===== config.mk =====
export PLATFORM = sky130hd
export DESIGN_NAME = spa_ram
export DESIGN_NICKNAME = d
export VERILOG_FILES = /design/src/rtl/slab_page_allocator_defines.svh /design/src/rtl/spa_ram.sv
export SDC_FILE = /design/constraint.sdc
export NUM_CORES = 2
export LEC_CHECK = 0
export BUFFER_PORTS_ARGS = -buffer_cell sky130_fd_sc_hd__buf_2
export CORE_MARGIN = 5
export CORE_UTILIZATION = 40
export CTS_BUF_LIST = sky130_fd_sc_hd__clkbuf_8
export DETAILED_ROUTE_END_ITERATION = 12
export GPL_ROUTABILITY_DRIVEN = 0
export HOLD_SLACK_MARGIN = 0.03
export PLACE_DENSITY = 0.55
export SYNTH_ARGS = -nofsm -noshare
export SYNTH_HDL_FRONTEND = slang
export SYNTH_SLANG_ARGS = --single-unit

===== constraint.sdc =====
create_clock -name clk_i -period 3.4 [get_ports clk_i]
set_input_delay 0.51 -clock clk_i [delete_from_list [all_inputs] [get_ports clk_i]]
set_output_delay 0.51 -clock clk_i [all_outputs]
set_load 0.05 [all_outputs]

===== src/rtl/slab_page_allocator_defines.svh =====
// Assertion macros shared by the slab page allocator RTL.
// Depends on nothing; files that check their own logic include it.
`ifndef SLAB_PAGE_ALLOCATOR_DEFINES_SVH
`define SLAB_PAGE_ALLOCATOR_DEFINES_SVH

// Same-cycle implication, sampled on the block clock outside reset.
`define SPA_ASSERT_NOW(lbl, ante, cons, msg) \
  lbl: assert property (@(posedge clk_i) disable iff (!rst_ni) (ante) |-> (cons)) \
    else $error(msg);

// Next-cycle implication, sampled on the block clock outside reset.
`define SPA_ASSERT_NEXT(lbl, ante, cons, msg) \
  lbl: assert property (@(posedge clk_i) disable iff (!rst_ni) (ante) |=> (cons)) \
    else $error(msg);

`endif


===== src/rtl/spa_ram.sv =====
// Simple dual-port RAM with one write port and one registered read port.
// Depends on nothing; holds the per-page and per-chunk tables.
module spa_ram #(
  parameter int unsigned WIDTH = 8,
  parameter int unsigned DEPTH = 256,
  localparam int unsigned AW   = $clog2(DEPTH)
) (
  input  logic             clk_i,
  input  logic             we_i,
  input  logic [AW-1:0]    waddr_i,
  input  logic [WIDTH-1:0] wdata_i,
  input  logic [AW-1:0]    raddr_i,
  output logic [WIDTH-1:0] rdata_o
);

  logic [WIDTH-1:0] mem [DEPTH];
  logic [WIDTH-1:0] rdata_q;

  // Write port.
  always_ff @(posedge clk_i) begin
    if (we_i) mem[waddr_i] <= wdata_i;
  end

  // Registered read port.
  always_ff @(posedge clk_i) begin
    rdata_q <= mem[raddr_i];
  end

  assign rdata_o = rdata_q;

endmodule


Word-level counts from Yosys, hierarchy flattened
Memory sizes are Yosys's and may differ from the RTL's. A register that Yosys moved wholly into a read port is not among the register bits.
Index checks and enable logic that the tools add are counted.
- bits in registers: 0
- memory bits (writable): 2048
- bits of input ports: 26
- output and inout port bits: 8
- word-level logic and storage cells: 3
- memories: 1
- muxes and demuxes: 2
- memory list (name ; depth ; bits a word ; read ports ; clocked after Yosys merged registers in ; write ports ; line ; text):
    mem ; 256 ; 8 ; 1 ; 1 ; 1 ; spa_ram.sv:16 ; logic [WIDTH-1:0] mem [DEPTH];
- operator list (operator ; number):
    2-to-1 mux 1 bit ; 2

Logic depth before layout (Yosys ltp)
- word-level depth: 2
- gate-level depth with buffers: 11
- gate-level depth less buffers: 6

Worst setup path before layout
OpenSTA, ideal clock, no wires.
- kind: input to register
- start point: input port raddr_i[0]
- end point: register rdata_q[2] (netlist: rdata_o[2]), read port of mem
- setup time: 0.131 ns
- arrival: 2.317 ns
- required time: 3.269 ns
- path slack: 0.952 ns
- stages: 9
- path buffers: 4
- cell sequence: buf_6 buf_12 buf_8 buf_2 mux4_2 a22oi_1 a21oi_1 nor4_1 nor4_2
- RTL lines (element ; line ; text):
    from (decl) ; spa_ram.sv:12 ; input logic [AW-1:0] raddr_i,
    to (decl) ; spa_ram.sv:17 ; logic [WIDTH-1:0] rdata_q;

==> metrics list <==
- Status: finished, final reports clean
- Synth warn: 0
* Global-route wire length before repair: around 300 mm
- Following the worst setup path forward leads to its endpoint at rdata_o[7].
- Sum of routed wire length over all layers: approximately 210 mm
- Headroom to the max-slew limit came out at between 20% and 30%.
- Nets: 4421
- Cell Area, Placed: 86200 um2
- Number of H-tree levels: 5
- The analysis attributes to cell leakage a power of 0.0298 uW.
- After global routing the overflow that remains totals 0.
- Pwr Total: 51200 uW
* Clock tree root buffer cell: sky130_fd_sc_hd__clkbuf_8
- Dominant cell type by area after synthesis: sky130_fd_sc_hd__edfxtp_1
- Maximum number of buffers from clock root to sink: 4
* Post-layout utilization of the core: 46.8%
* DR iter-0 viols: ~4.4k
- The clock net in this run drives a total of about 2.1k sinks.
- F_max: 0.335 GHz
- In this run the worst setup path begins at mem[132][7].
- Among all flip-flop cells after synthesis, the most frequent one is sky130_fd_sc_hd__edfxtp_1.
* Crit path required time: between 4 and 5 ns
- Synthesis instantiated 55 different standard cells from the library.
- After detailed routing, the number of vias per cell comes to roughly 5.6.
- The share of the Yosys chip area taken by registers is between 70% and 80%.
* Area of the mapped netlist: 79600 um2
- The initialized floorplan defines approximately 160 standard-cell rows.
- Overall die height: 456 um
- Number of I/O port buffers: 33
- The floorplan step defined a core boundary enclosing between 150000 and 200000 um2.
- Summed over all nets, the half-perimeter wirelength after detailed placement is between 100 and 150 mm.
- The detail route stage leaves a number of antenna-violating nets equal to 0.
- The area growth from synthesis to layout is 16.3%.
* Global-route total usage across every layer: between 20% and 30%
- TritonCTS created between 300 and 400 clock buffers.
* Average detailed-routed wire length per instance: between 20 and 30 um
* Clock tree skew after final layout: roughly 0.083 ns
* Data arrival at the endpoint of the critical path: 3.85 ns
- Path depth of the worst reg2reg path: 6
- The critical path is of the register to register type.
- CP Capture Type: register
* Via total after detailed routing: around 41k
* Clock slew at the register clock pins of the worst setup and hold paths: approximately 0.06 ns
* Detailed-routing iteration count for the pre-antenna-repair pass: 5
* Startpoint of the lowest-slack register-to-register path: mem[132][7]
- TritonCTS built the clock tree.
- For the worst-skew pair, the clock arrives at the later sink with an insertion delay of 1.06 ns.
* Synth cell count leaders: sky130_fd_sc_hd__edfxtp_1 (2048), sky130_fd_sc_hd__mux4_2 (454), sky130_fd_sc_hd__nor2_1 (282)
- Entering global routing, the biggest net connects between 100 and 150 pins.
* Worst Max-Slew Pin Slew: ~1.1 ns
- Critical path startpoint category: register
- Ratio of cells with drive above 1 in the final layout: 30.9%
* Unrepaired setup endpoints after global routing: false
- The total count of max-transition violations in the final report was 0.
- Capture point of the worst reg-to-reg path: rdata_o[7]
* Horizontal die dimension: approximately 460 um
- Yosys attributes the largest share of cell area to sky130_fd_sc_hd__edfxtp_1 (77%), sky130_fd_sc_hd__mux4_2 (13%), sky130_fd_sc_hd__mux2i_1 (1.7%), sky130_fd_sc_hd__nor2_1 (1.3%), sky130_fd_sc_hd__a22oi_1 (1.3%).
* Number of global-route vias before repair: between 40k and 50k
- Across the run, the number of max-cap violations was 0.
- Area fraction of the dominant cell type after synthesis: between 70 and 80%
- Power Dens Cells: around 550 nW/um2
- Syn nets: ~3.8k
* Final design area excluding fillers: around 93000 um2
- Area enclosed by the die boundary: ~210000 um2
* Sum Neg Setup Slack: 0 ns
* Post-synth EDFFs: just over 2k
* Internal reg-to-reg setup slack: between 0.4 and 0.5 ns
* Mean post-synth cell area: ~21 um2
* Initial antenna violation count: 14
- Counting every instance in the synthesized netlist gives between 3k and 4k.
- VDD IR-drop max: roughly 320 uV
* Remaining routing DRC violations: 0
- For this configuration, the core starts out at a cell density of around two fifths.
* Share of async-settable or async-resettable flops after synthesis: 0%
- Most frequently used cell type in the post-synthesis netlist: sky130_fd_sc_hd__edfxtp_1
- Post-CTS timing repair inserted 0 buffers for setup.
- The worst hold path passes through 3 cells.
- Subtracting the final worst setup slack from the clock period gives roughly 3 ns.
- In this run the count of I/O pins placed on the die edge is 34.
- Fin. Hold Viols: 0
- Period utilization: just under 90%
* Critical path peak fanout: 1
- The tightest min-delay check is of the primary input to register type.
- Setup-violating endpoint count in the final report: 0
- Synth Register Bits: 2056
-- layer usage --
metal / vias up / wire, um / global-route usage (%)
li1: 17100 / - / -
met1: 21800 / 90600 / 28.7
met2: 1588 / 102000 / 32.1
met3: 324 / 14300 / 3.65
met4: 0 / 4380 / 4.86
met5: - / 0 / 0
-- metrics by stage --
step	setup slack (ns)	std cells	hold slack (ns)
after detailed placement	-0.400	6669	0.996
after CTS	0.347	7264	0.111
after global routing	0.374	7268	0.172
final	0.412	7273	0.214
after global placement	-0.852	6668	0.995
after floorplan	0.952	3733	0.609
-- power by group --
part / internal (uW) / total (uW) / switching (uW)
combinational: 1030 / 2830 / 1800
clock: 10600 / 20400 / 9730
sequential: 28000 / 28000 / 40.7
total: 39600 / 51200 / 11600
-- what timing repair did --
item | in CTS | in global routing
hold buffers | 10 | 0
resized for setup | 0 | 0
endpoints found under the hold margin | 463 | 0
-- worst min path at each step --
stage	startpoint	to	slack, ns
global route	waddr_i[1]	mem[167][7]	0.17
floorplan	wdata_i[0]	mem[0][0]	0.61
detailed placement	wdata_i[0]	mem[204][0]	1.0
finish	waddr_i[2]	mem[172][0]	0.21
CTS	waddr_i[2]	mem[172][4]	0.11
global placement	wdata_i[0]	mem[206][0]	0.99
-- layout make-up --
type	count	area, um2
flip-flops and latches	2056	61700
diodes	9	22.5
repair buffers	539	4860
inverters	2	7.51
multi-input cells	1442	16500
clock inverters	223	1220
well taps	2640	3300
fillers	16500	105000
clock buffers	362	4980
-- critical path: stages (launching register included) --
cell and delay (ns):
sky130_fd_sc_hd__edfxtp_1 0.42, sky130_fd_sc_hd__mux4_2 0.51, sky130_fd_sc_hd__mux4_2 0.47, sky130_fd_sc_hd__nor2_1 0.30, sky130_fd_sc_hd__a2111oi_2 0.10, sky130_fd_sc_hd__nor3_1 0.87, sky130_fd_sc_hd__nor4_1 0.11
-- cell usage in the layout, fill, tap and decap left out, types with 11 or more instances in the layout --
cell,count
sky130_fd_sc_hd__nor2_1,279
sky130_fd_sc_hd__nor4_1,23
sky130_fd_sc_hd__a22oi_1,133
sky130_fd_sc_hd__clkbuf_8,362
sky130_fd_sc_hd__nand2_1,33
sky130_fd_sc_hd__buf_2,21
sky130_fd_sc_hd__o22ai_1,28
sky130_fd_sc_hd__inv_1,103
sky130_fd_sc_hd__mux2i_1,134
sky130_fd_sc_hd__bufinv_16,11
sky130_fd_sc_hd__edfxtp_1,2048
sky130_fd_sc_hd__nand3_1,31
sky130_fd_sc_hd__nor3_1,22
sky130_fd_sc_hd__buf_12,61
sky130_fd_sc_hd__mux4_2,454
sky130_fd_sc_hd__a221oi_1,13
sky130_fd_sc_hd__clkinv_2,35
sky130_fd_sc_hd__o221ai_1,46
sky130_fd_sc_hd__buf_4,437
sky130_fd_sc_hd__nor2b_1,28
sky130_fd_sc_hd__a211oi_1,16
sky130_fd_sc_hd__clkinv_1,63
sky130_fd_sc_hd__a21oi_1,96
-- sequential cells by signal, indices dropped and copies added, names as in the netlist --
name / count
mem: 2048
rdata_o: 8
-- cell families after synthesis --
| logic type | count (synthesis) | share of synthesized area [%] |
|---|---|---|
| simple gates | 466 | 2.63 |
| mux | 591 | 14.6 |
| flops | 2056 | 77.5 |
| compound gates | 385 | 3.42 |
| buf+inv | 235 | 1.83 |
Power figures use the tool's default switching activity.
