### src/rtl/slab_page_allocator_defines.svh
// Assertion macros shared by the slab page allocator RTL.
// Depends on nothing; files that check their own logic include it.
`ifndef SLAB_PAGE_ALLOCATOR_DEFINES_SVH
`define SLAB_PAGE_ALLOCATOR_DEFINES_SVH

// Same-cycle implication, sampled on the block clock outside reset.
`define SPA_ASSERT_NOW(lbl, ante, cons, msg) \
  lbl: assert property (@(posedge clk_i) disable iff (!rst_ni) (ante) |-> (cons)) \
    else $error(msg);

// Next-cycle implication, sampled on the block clock outside reset.
`define SPA_ASSERT_NEXT(lbl, ante, cons, msg) \
  lbl: assert property (@(posedge clk_i) disable iff (!rst_ni) (ante) |=> (cons)) \
    else $error(msg);

`endif

### src/rtl/spa_pkg.sv
// Package of the slab page allocator: sizes, codes, state and chunk tables.
// Depends on nothing; spa_addr_unit and slab_page_allocator import it.
package spa_pkg;

  localparam int unsigned ADDR_W     = 48;
  localparam int unsigned SIZE_W     = 32;
  localparam int unsigned PAGE_BYTES = 4096;
  localparam int unsigned PG_OFS_W   = 12;
  localparam int unsigned MIN_SHIFT  = 4;
  localparam int unsigned MAX_CHUNK  = 2048;
  localparam int unsigned CLASSES    = 8;
  localparam int unsigned CLS_W      = 3;
  localparam int unsigned HEAP_PAGES = 256;
  localparam int unsigned PG_W       = 8;
  localparam int unsigned PCNT_W     = 9;
  localparam int unsigned SLOT_W     = 8;
  localparam int unsigned LARGE_HDR  = 16;
  localparam int unsigned BACK_PTR   = 8;
  localparam int unsigned SLAB_HDR   = 24;
  localparam int unsigned NPAGE_W    = 21;

  typedef enum logic [2:0] {
    ST_ALLOC, ST_FREED, ST_NULL, ST_NOSPACE, ST_BADFREE
  } status_e;

  typedef enum logic [1:0] {
    KIND_UNUSED, KIND_SLAB, KIND_LARGE, KIND_TAIL
  } kind_e;

  typedef enum logic [3:0] {
    S_IDLE, S_DECODE, S_LTAIL, S_WALK_RD, S_WALK_CHK, S_NEW, S_POP, S_MARK,
    S_ADDR, S_FPG, S_FCHK, S_FBIT, S_FCLR, S_EMIT
  } state_e;

  // End of the slab page header, rounded up to a whole chunk.
  function automatic logic [PG_OFS_W-1:0] hdr_end(logic [CLS_W-1:0] cls);
    int unsigned s;
    s = int'(cls) + MIN_SHIFT;
    return PG_OFS_W'(((SLAB_HDR + (32'd1 << s) - 1) >> s) << s);
  endfunction

  // Number of chunks of a class that fit in a slab page.
  function automatic logic [PCNT_W-1:0] chunk_count(logic [CLS_W-1:0] cls);
    int unsigned s;
    s = int'(cls) + MIN_SHIFT;
    return PCNT_W'((PAGE_BYTES - int'(hdr_end(cls))) >> s);
  endfunction

  // Smallest class whose chunk holds the request plus its back pointer.
  function automatic logic [CLS_W-1:0] class_of(logic [PG_OFS_W-1:0] need);
    logic [CLS_W-1:0] c;
    c = '0;
    for (int i = CLASSES - 1; i >= 0; i--) begin
      if (32'(need) <= (32'd1 << (i + MIN_SHIFT))) c = CLS_W'(i);
    end
    return c;
  endfunction

endpackage

### src/rtl/spa_addr_unit.sv
// Shared 48-bit address adder: forms block addresses and decodes offsets.
// Depends on spa_pkg.
module spa_addr_unit
  import spa_pkg::*;
(
  input  logic [ADDR_W-1:0] a_i,
  input  logic [ADDR_W-1:0] b_i,
  input  logic              sub_i,
  output logic [ADDR_W-1:0] y_o
);

  // Subtraction as addition of the inverse plus one; wraps modulo 2^48.
  assign y_o = a_i + (sub_i ? ~b_i : b_i) + ADDR_W'(sub_i);

endmodule

### config.mk
export PLATFORM = sky130hd
export DESIGN_NAME = spa_addr_unit
export DESIGN_NICKNAME = d
export VERILOG_FILES = /design/src/rtl/slab_page_allocator_defines.svh /design/src/rtl/spa_pkg.sv /design/src/rtl/spa_addr_unit.sv
export SDC_FILE = /design/constraint.sdc
export NUM_CORES = 1
export LEC_CHECK = 0
export ABC_AREA = 1
export BUFFER_PORTS_ARGS = -buffer_cell sky130_fd_sc_hd__buf_2
export CAP_MARGIN = 25
export CORE_MARGIN = 2
export CORE_UTILIZATION = 35
export DETAILED_ROUTE_END_ITERATION = 16
export MAX_ROUTING_LAYER = met4
export SETUP_SLACK_MARGIN = 0.05
export SLEW_MARGIN = 10
export SYNTH_ARGS = -nofsm -noshare
export SYNTH_HDL_FRONTEND = slang
export SYNTH_SLANG_ARGS = --single-unit
export TNS_END_PERCENT = 100
### constraint.sdc
create_clock -name vclk -period 2.4
set_input_delay 0.12 -clock vclk [all_inputs]
set_output_delay 0.12 -clock vclk [all_outputs]
set_load 0.05 [all_outputs]
Word level (Yosys, flattened, before mapping)
Index checks and enable logic that the tools add are counted.
{"block": "word_totals", "word_cells": 4, "reg_bits": 0, "output_inout_bits": 48, "input_bits": 97}
{"block": "op_classes", "add_sub_neg": 2, "muxes": 1, "n_bitwise": 1}
{"cell": "$add A48 B1 Y48", "count": 1}
{"cell": "$add A48 B48 Y48", "count": 1}
{"cell": "$mux W48", "count": 1}
{"cell": "$not A48 Y48", "count": 1}

Depth between registers and ports, before layout
Gate-level depths: netlist of the first run.
{"block": "depth", "ltp_word": 4, "mapped_depth": 16, "ltp_nobuf": 16}

Worst setup path before layout of the first run
OpenSTA, ideal clock, no wires.
{"block": "synth_timing", "path_type": "in2out", "from": "input sub_i", "to": "output y_o[29]", "arrival_time_ns": 2.500, "t_required_ns": 2.280, "slack_ns": -0.220, "stages": 12, "cell_sequence": "buf_2 -> buf_2 -> xor2_1 -> ha_1 -> nand2_1 -> inv_1 -> nand2_2 -> nor3_1 -> nand2_1 -> nand2_1 -> a21oi_1 -> xnor2_1"}
{"block": "synth_between", "elab_chain_len": 3}
{"element": "start: declaration", "line_no": "spa_addr_unit.sv:8", "source": "input logic sub_i,"}
{"element": "$mux W48", "line_no": "spa_addr_unit.sv:13", "source": "assign y_o = a_i + (sub_i ? ~b_i : b_i) + ADDR_W'(sub_i);"}
{"element": "$add A48 B48 Y48", "line_no": "spa_addr_unit.sv:13"}
{"element": "$add A48 B1 Y48 (*)", "line_no": "spa_addr_unit.sv:13"}
{"element": "end: declaration", "line_no": "spa_addr_unit.sv:9", "source": "output logic [ADDR_W-1:0] y_o"}
Mark *: on every way between the ends. The rest lies on a longest branch, timed or not.

Final worst setup path of the first run
{"block": "layout_timing", "from": "input sub_i", "to": "output y_o[26]"}
Same word-level chain as after synthesis.

==> flow_summary.ini, run 1 <==
[placement]
dpl-instance-area_mm2 = 0.00628
worst_slack_at_placement_ns = -0.102
gpl.final_weighted_congestion = 0.916
half_perimeter_wire_length_of_the_detailed_placement_result_um = 15100
buffer_ports.inserted = 145

[yosys]
synth_compound_area_share_pct = 6.42
syn_avg_cell_area_um2 = 5.16
synth.yosys.warnings = 0
adder_cell_area_share_of_the_yosys_netlist_pct = 13.7
post_synth_mux_area_share_pct = 0
mappedNetlistArea_mm2 = 0.00462
synth_xor_area_share_pct = 14.4
synthesized_instance_count = 895
ys_types = 30
syn-num-nets = 1042
synth-simple-area-share_pct = 49.2
synth_top_family_by_area = simple AND/OR/NAND/NOR gates
seq_total_area_yosys_pct = 0

[min_path]
hold_depth = 4
hp-class = input port to output pin

[layout]
fin_nets = 1286
area.sequential_um2 = 0
seq_cells = 0
finish.instance_area_mm2 = 0.00735
utilization_pct = 57.6
post_route_cells_drive_above_1_share_pct = 40.6
clock_buffers = 0
area_growth_syn_to_fin_pct = 59.2
antenna-diode-count = 0

[routing]
drtAntennaViolNets = 0
wl_um = 17900
dr.pass1.iters = 5
initialDrtViolationCount = 236
dr_total_vias = 5946
vias_per_cell = 4.54
route.detailed.drc = 0
routed_wire_length_per_instance_um = 13.7

[sta]
postLayoutSetupSlackWorst_ns = 0.133
finalHoldViolCount = 0
rsz0062_at_grt = yes
layout_min_cycle_time_ns = 2.27
final_report_setup_violation_count = 0
timing_worst_slew_pin_value_ns = 0.339
final_clock_period_utilization_by_the_worst_path_pct = 94.4
final.setup.tns_ns = 0
timing_max_transition_violations_final = 0
max_clock_freq_mhz = 441
slew_headroom_pct = 77.3

[power]
cellPowerDensity_mw_per_mm2 = 517
maximum_vdd_ir_drop_v = 0.000304
p_leak_nw = 4.24

[floorplanning]
die-width_um = 119
die_h_um = 119
die_area_mm2 = 0.0141
io-pin-count = 145
core_outline_area_mm2 = 0.0128
rows = 41
initial_utilization_pct = 36.2

[critical_path]
critical_path_arrival_ns = 2.15
timing.critical_path.fanout_max = 9
endpoint_kind = output pin
startpoint_type = input port
criticalPathCategory = input port to output pin
required_worst_endpoint_ns = 2.28

[grt]
grt_max_degree = 16
antenna_found_initial = 0
grt_util_all_layers_pct = 24.2
first_global_vias = 5551
grt_overflow = 0
grt_pass1_wl_um = 26900

[job]
maxCapViolations = 0

[status]
outcome = finished clean

[clocking]
cts_hold_buffers = 0
-- cells by family (layout without fill, tap and decap cells) --
family	after synthesis	in the layout
compound gates	54	54
xor+xnor	76	76
fa+ha+maj	50	50
buf+inv	197	439
simple gates	518	518
-- metrics by stage --
stage	total power [W]	instances	hold slack [ns]
after global placement	0.00319	1283	0.634
after CTS	0.00340	1287	0.653
final	0.00380	1309	0.652
after detailed placement	0.00319	1283	0.653
after floorplan	0.00224	895	0.565
after global routing	0.00407	1309	0.672
-- metal layers --
layer | vias up | share of wire, % | GRT usage [%]
met3 | 14 | 2.5 | 1.05
li1 | 3166 | - | -
met2 | 99 | 47 | 40.4
met5 | - | 0 | -
met4 | 0 | 1.2 | 2.38
met1 | 2667 | 50 | 33.6
-- critical path: stages --
cell and delay [ns]:
buf_12 0.13, buf_8 0.14, xor2_1 0.16, ha_1 0.36, nand2_2 0.14, inv_1 0.05, nand2_1 0.10, nand3_4 0.13
nand2_1 0.10, nand2_2 0.09, buf_4 0.15, a21oi_2 0.15, xnor2_2 0.14, buf_6 0.18
-- cells in the final DEF, fill, tap and decap left out, types with 2 or more instances in the layout --
cell type / n
nor3_1: 5
nand2_2: 63
a21oi_2: 15
nand3b_1: 3
ha_4: 8
nand2_4: 13
a21oi_1: 23
buf_2: 111
nor2_2: 14
ha_2: 10
nor2_4: 26
o21bai_1: 7
nor2_1: 42
nand4_1: 12
nor3_2: 6
nand3_4: 2
buf_8: 5
inv_2: 20
nand3_2: 4
nand3_1: 31
buf_12: 2
buf_4: 107
nand2_1: 289
ha_1: 31
xnor2_2: 6
inv_1: 169
clkbuf_16: 2
xor2_2: 19
buf_6: 19
o21ai_0: 4
nor3_4: 3
xor2_1: 50
-- timing repair --
item                       4_1_cts  5_1_grt
setup endpoints to repair       30       39
gates resized for setup         68      169
setup buffers                    3       20
pin swaps                       12       79
gates cloned                     1        2
-- where the power goes --
part / internal [W] / switching, W / leakage, nW
sequential: 0 / 0 / 0
clock: 0 / 0 / 0
combinational: 0.00139 / 0.00242 / 4.24
-- area by class of cell --
cell class	count	area, um^2
multi-input cells	698	4650
repair buffers	248	1770
well taps	172	215
fillers	1339	5420
inverters	191	719
-- worst paths after layout --
kind	startpoint	endpoint	slack [ns]
worst max-delay path	sub_i	y_o[26]	0.13
worst min-delay path	a_i[0]	y_o[0]	0.65
-- synth_stat cells --
cell,n,area share (%)
buf_2,5,0.54
o21a_1,1,0.16
nand4_1,12,1.6
and2_1,1,0.14
inv_2,11,0.89
ha_1,49,13
nand2_1,341,28
a31oi_1,1,0.14
nor2_1,53,4.3
o21ai_0,5,0.54
nor2_4,7,1.7
nor2_2,22,3.0
or2_2,1,0.14
nor4_1,1,0.14
o21bai_1,8,1.3
clkinv_1,1,0.081
nand3_1,35,3.8
buf_4,1,0.16
nand3b_2,2,0.49
nor3_2,5,1.1
nand3b_1,3,0.49
nand2_2,24,3.3
xnor2_1,7,1.3
nor3_1,9,0.98
fa_1,1,0.43
a21o_1,1,0.16
a21oi_1,38,4.1
nand3_2,2,0.43
inv_1,179,15
xor2_1,69,13
Note: power is estimated with default switching activity, not from simulation.
==> run 2, diff against run 1 <==
CORE_UTILIZATION = 55   (was 35)
GPL_TIMING_DRIVEN = 0   (was unset)
PLACE_DENSITY = 0.85   (was unset)
==> run 2 against run 1 <==
The flow now stops in global routing (5_1_grt). Synthesized cell count is the same. Area after synthesis is the same.
==> flow_summary.ini, run 2 <==
[placement]
gpl.final_weighted_congestion = 0.979
half_perimeter_wire_length_of_the_detailed_placement_result_um = 13100
dpl.cell_count = 1145
buffer_ports.inserted = 145

[yosys]
syn-num-nets = 1042
post_synth_mux_area_share_pct = 0
count_leader_synth = nand2_1
synth_area_leaders = nand2_1 (28%), inv_1 (15%), ha_1 (13%), xor2_1 (13%), nor2_1 (4.3%)
synth.cells.most_frequent = nand2_1 (341), inv_1 (179), xor2_1 (69)
synth-simple-area-share_pct = 49.2
mappedNetlistArea_mm2 = 0.00462
synthDominantCellAreaShare_pct = 27.7
syn_avg_cell_area_um2 = 5.16
seq_total_area_yosys_pct = 0
synth_area_leader_cell = nand2_1
synthesized_instance_count = 895
synth_top_family_by_area = simple AND/OR/NAND/NOR gates
ys_types = 30
synth.yosys.warnings = 0
adder_cell_area_share_of_the_yosys_netlist_pct = 13.7
synth_compound_area_share_pct = 6.42
synth_xor_area_share_pct = 14.4

[status]
toolErrorMsg = [ERROR DPL-0038] Utilization greater than 100%, impossible to legalize
last_stage_the_flow_got_to = global routing (5_1_grt)
outcome = stopped before the end

[floorplanning]
die_h_um = 95.6
initial_utilization_pct = 56.5
io-pin-count = 145
rows = 33
die-width_um = 95.6

[sta]
kind_of_the_worst_endpoint = primary output
grt_worst_setup_endpoint = y_o[41]

[grt]
grt_max_degree = 11
run 2: cell counts after synthesis:
Identical to the previous run, type by type.
run 2: timing repair:
action	CTS
setup buffers	21
pin swaps	40
hold buffers	0
endpoints found under the setup margin	45
gates resized for setup	171
cloned	2
run 2: kinds of logic after synthesis:
family	count (synthesis)
and+or+nand+nor	518
xor gates and xnor gates	76
buffers and inverters	197
adders and majority gates	50
AOI/OAI and AO/OA	54
run 2: stage by stage:
step	setup WS [ns]	instance area [um^2]
floorplan	-0.0714	4780
global placement	-0.618	5630
detailed placement	-0.637	5630
CTS	0.000439	6530
==> run 3, diff against run 2 <==
CORE_UTILIZATION = 40   (was 55)
MAX_ROUTING_LAYER = unset   (was met4)
PLACE_DENSITY = unset   (was 0.85)
PLACE_DENSITY_LB_ADDON = 0.15   (was unset)
SETUP_SLACK_MARGIN = unset   (was 0.05)
==> run 3 against run 2 <==
The flow now finishes, with violations (negative setup slack).
==> flow_summary.ini, run 3 (synthesis gave the netlist of run 1 again) <==
[layout]
area_growth_syn_to_fin_pct = 68.9
mostFrequentLayoutCells = nand2_1 (262), inv_1 (164), buf_2 (112)
seq_cells = 0
area_of_combinational_cells_with_multiple_inputs_mm2 = 0.00540
post_route_cells_drive_above_1_share_pct = 45.9
layout.filler_cells = 990
fin_nets = 1234
clock_buffers = 0
layout.cells.most_common = nand2_1
area.sequential_um2 = 0

[critical_path]
cp_cell_sequence = buf_12, buf_12, buf_16, xor2_2, ha_2, nand2_2, inv_2, nand2_2, inv_1, nand2_1, nor2_2, nand3_1, nand3_1, nand2_1, nand2_1, buf_6
critical_path.max_stage_delay_ns = 0.41
required_worst_endpoint_ns = 2.28
startpoint_type = input port
timing.critical_path.fanout_max = 5
criticalPathCategory = input port to output pin
critPathSlowestCell = ha_2
endpoint_kind = output pin
critical_path_arrival_ns = 2.30
timing.critical_path.mode_cell = nand2_1

[min_path]
hold_depth = 4
hp-start = a_i[0]
destination_of_the_worst_hold_path = y_o[0]
hp-class = input port to output pin

[sta]
layout_min_cycle_time_ns = 2.42
final_clock_period_utilization_by_the_worst_path_pct = 101
timing_max_transition_violations_final = 0
rsz0062_at_grt = yes
timing_worst_slew_pin_value_ns = 0.309
final_report_setup_violation_count = 1
postLayoutSetupSlackWorst_ns = -0.0164
max_clock_freq_mhz = 414
finalHoldViolCount = 0
slew_headroom_pct = 79.4

[floorplanning]
die_h_um = 111
rows = 39
die_area_mm2 = 0.0124
initial_utilization_pct = 40.8
io-pin-count = 145
die-width_um = 111
core_outline_area_mm2 = 0.0113

[routing]
dr.pass1.iters = 7
routed_wire_length_per_instance_um = 15.1
dr_total_vias = 6071
route.detailed.drc = 0
initialDrtViolationCount = 367
vias_per_cell = 4.94
drtAntennaViolNets = 0
wl_um = 18500

[grt]
first_global_vias = 5237
grt_max_degree = 11
grt_overflow = 0
antenna_found_initial = 1
grt_pass1_wl_um = 25200
grt_util_all_layers_pct = 24.7

[placement]
worst_slack_at_placement_ns = -0.725
gpl.final_weighted_congestion = 0.981
half_perimeter_wire_length_of_the_detailed_placement_result_um = 13700
buffer_ports.inserted = 145

[power]
maximum_vdd_ir_drop_v = 0.000391
p_leak_nw = 4.14
p_total_w = 0.00393
cellPowerDensity_mw_per_mm2 = 504

[status]
outcome = complete, but fails checks
failed_checks = negative setup slack

[clocking]
cts_hold_buffers = 0

[job]
maxCapViolations = 0
-- run 3: what timing repair did --
action	in CTS	in global routing
endpoints found under the hold margin	0	0
resized for setup	140	256
pin swaps	19	88
setup buffers	14	25
endpoints found under the setup margin	45	39
cloned	0	6
-- run 3: power breakdown --
part              internal [W]         total, W  leakage [nW]  switching [W]
logic                  0.00141          0.00393          4.14        0.00252
clock network  0.0000000000557  0.0000000000557    0.00000634              0
registers                    0                0             0              0
-- run 3: through the flow --
step / hold slack (ns) / setup TNS [ns] / std cells / utilization [%] / instance area (um^2)
after floorplan: 0.565 / -0.0714 / 895 / - / 4750
after global placement: 0.640 / -22.17 / 1183 / 50.0 / 5660
after detailed placement: 0.643 / -22.54 / 1183 / 50.0 / 5660
after CTS: 0.643 / -0.0476 / 1197 / 55.9 / 6320
after global routing: 0.663 / -1.33 / 1229 / 68.9 / 7800
final: 0.639 / -0.0164 / 1229 / 68.9 / 7800
-- run 3: routing by layer --
layer | track usage [%] | share of wire [%] | up-vias
met2 | 42.8 | 47 | 224
met1 | 34.5 | 43 | 2762
li1 | - | - | 3046
met5 | 0 | 0 | -
met3 | 1.96 | 7.2 | 39
met4 | 2.96 | 3.0 | 0
-- run 3: layout make-up --
cell class                      instances  share of cell area (%)
Antenna cell                            1                  0.0321
Multi-Input combinational cell        698                    69.2
Inverter                              191                    9.19
Tap cell                              143                    2.29
Buffer                                  6                    1.72
Timing Repair Buffer                  190                    17.5
-- run 3: how the worst max path moves through the flow --
stage	startpoint	end	cells past startpoint	slack (ns)
floorplan	sub_i	y_o[12]	11	-0.07
global placement	sub_i	y_o[28]	16	-0.73
detailed placement	sub_i	y_o[28]	16	-0.72
CTS	sub_i	y_o[39]	14	-0.03
global route	sub_i	y_o[42]	16	-0.11
finish	sub_i	y_o[42]	16	-0.02
-- run 3: worst max-delay path, delay by kind of cell --
kind / cells / cell delay [ns]
xor+xnor: 1 / 0.15
buf+inv: 6 / 0.76
simple gates: 8 / 0.84
fa+ha+maj: 1 / 0.41
==> run 4, diff against run 3 <==
clock period = 2.7 ns   (was 2.4 ns; I/O delays follow)
==> run 4 against run 3 <==
The flow now finishes without violations. Wire length is 16% lower. Power fell by 32%. Global-route usage down 0.92 points. Hold slack gained 0.031 ns. Highest routed layer unchanged. Critical path depth rose by 2. Worst setup slack gained 0.12 ns. First-iteration DRC count fell by 23%. Clock-buffer cell count stayed put.
==> flow_summary.ini, run 4 (synthesis gave the netlist of run 1 again) <==
[status]
outcome = finished clean

[grt]
antenna_found_initial = 0
grt_max_degree = 11
grt_util_all_layers_pct = 23.8
grt_pass1_wl_um = 24200
grt_overflow = 0
first_global_vias = 5113

[sta]
timing_max_transition_violations_final = 0
final.setup.tns_ns = 0
slew_headroom_pct = 75.2
timing_worst_slew_pin_value_ns = 0.368
layout_min_cycle_time_ns = 2.59
finalHoldWorstSlack_ns = 0.670
finalHoldViolCount = 0
max_clock_freq_mhz = 386
postLayoutSetupSlackWorst_ns = 0.108
rsz0062_at_grt = yes
final_report_setup_violation_count = 0
final_clock_period_utilization_by_the_worst_path_pct = 96.0

[placement]
half_perimeter_wire_length_of_the_detailed_placement_result_um = 13800
worst_slack_at_placement_ns = -0.468
buffer_ports.inserted = 145
dpl-instance-area_mm2 = 0.00552
gpl.final_weighted_congestion = 0.944

[layout]
mostFrequentLayoutCells = nand2_1 (337), inv_1 (179), buf_2 (126)
finish.instance_area_mm2 = 0.00579
fin_nets = 1192
area.sequential_um2 = 0
utilization_pct = 51.2
layout.cells.most_common = nand2_1
post_route_cells_drive_above_1_share_pct = 24.4
antenna-diode-count = 0
area_growth_syn_to_fin_pct = 25.4
clock_buffers = 0
seq_cells = 0
layout.filler_cells = 1320

[power]
internal_power_w = 0.000773
cellPowerDensity_mw_per_mm2 = 460
share_seq_of_total_power_pct = 0
power.switching_w = 0.00189
p_clk_share_pct = 0
maximum_vdd_ir_drop_v = 0.000363
comb_power_share_pct = 100.0
sw_frac_of_total_pct = 71.0
p_leak_nw = 3.55

[job]
maxCapViolations = 0

[routing]
routed_wire_length_per_instance_um = 13.1
dr_total_vias = 5569
wl_um = 15500
initialDrtViolationCount = 284
route.detailed.drc = 0
drtAntennaViolNets = 0
vias_per_cell = 4.70
dr.pass1.iters = 4

[floorplanning]
rows = 39
die_h_um = 111
initial_utilization_pct = 40.8
die-width_um = 111
core_outline_area_mm2 = 0.0113
die_area_mm2 = 0.0124
io-pin-count = 145

[critical_path]
path_delay_family = simple AND/OR/NAND/NOR gates
timing.critical_path.buf_inv = 6
criticalPathCategory = input port to output pin
timing.critical_path.fanout_max = 10
critical_path_arrival_ns = 2.46
endpoint_kind = output pin
critical_path.max_stage_delay_ns = 0.39
required_worst_endpoint_ns = 2.57
timing.critical_path.mode_cell = nand2_1
startpoint_type = input port
cp_cell_sequence = buf_2, buf_8, buf_8, xor2_1, ha_1, nand2_4, inv_1, nand2_1, nand2_1, inv_1, nand2_2, nand2_1, nand2_1, nand3_1, nand2_1, nand2_1, nand2_1, buf_6
critPathSlowestCell = ha_1

[min_path]
hp-class = input port to output pin
==> run 4: cell count changes in the layout (fill, tap and decap cells not counted), sizes merged <==
cell	delta
clkinv	+1
clkbuf	+3
inv	-1
diode	-1
buf	-45
==> run 4: worst paths after layout <==
check | startpoint | end | slack (ns) | cells after the start
worst max-delay path | sub_i | y_o[28] | 0.11 | 18
worst min-delay path | a_i[0] | y_o[0] | 0.67 | 4
==> run 4: cell type report <==
cell class                 instances  area, um^2  share of cell area [%]
tap                              143         179                    3.09
timing repair buffer             148         803                    13.9
inverter                         191         717                    12.4
buffer                             6        83.8                    1.45
multi-input combinational        698        4010                    69.2
==> run 4: per-stage QoR <==
step	instances	power, W
2_1_floorplan	895	0.00191
3_3_place_gp	1183	0.00253
3_5_place_dp	1183	0.00253
4_1_cts	1183	0.00255
5_1_grt	1186	0.00287
6_report	1186	0.00266
==> run 4: per-layer routing <==
| layer | track usage, % | share of wire [%] | vias to the layer above |
|---|---|---|---|
| met5 | 0 | 0 | - |
| met4 | 2.30 | 0.74 | 0 |
| met3 | 1.31 | 5.5 | 8 |
| met2 | 40.4 | 46 | 153 |
| met1 | 34.5 | 48 | 2419 |
| li1 | - | - | 2989 |
==> run 4: what timing repair did <==
item	4_1_cts	5_1_grt
resized for setup	14	60
endpoints found under the setup margin	40	31
hold buffers	0	0
pin swaps	0	2
buffers inserted	0	3
==> run 4: power by group through the flow <==
stage	sequential [W]	clock, W	combinational (W)
floorplan	0	0	0.00191
global placement	0	0	0.00253
detailed placement	0	0	0.00253
CTS	0	0	0.00255
global route	0	0	0.00287
finish	0	0	0.00266
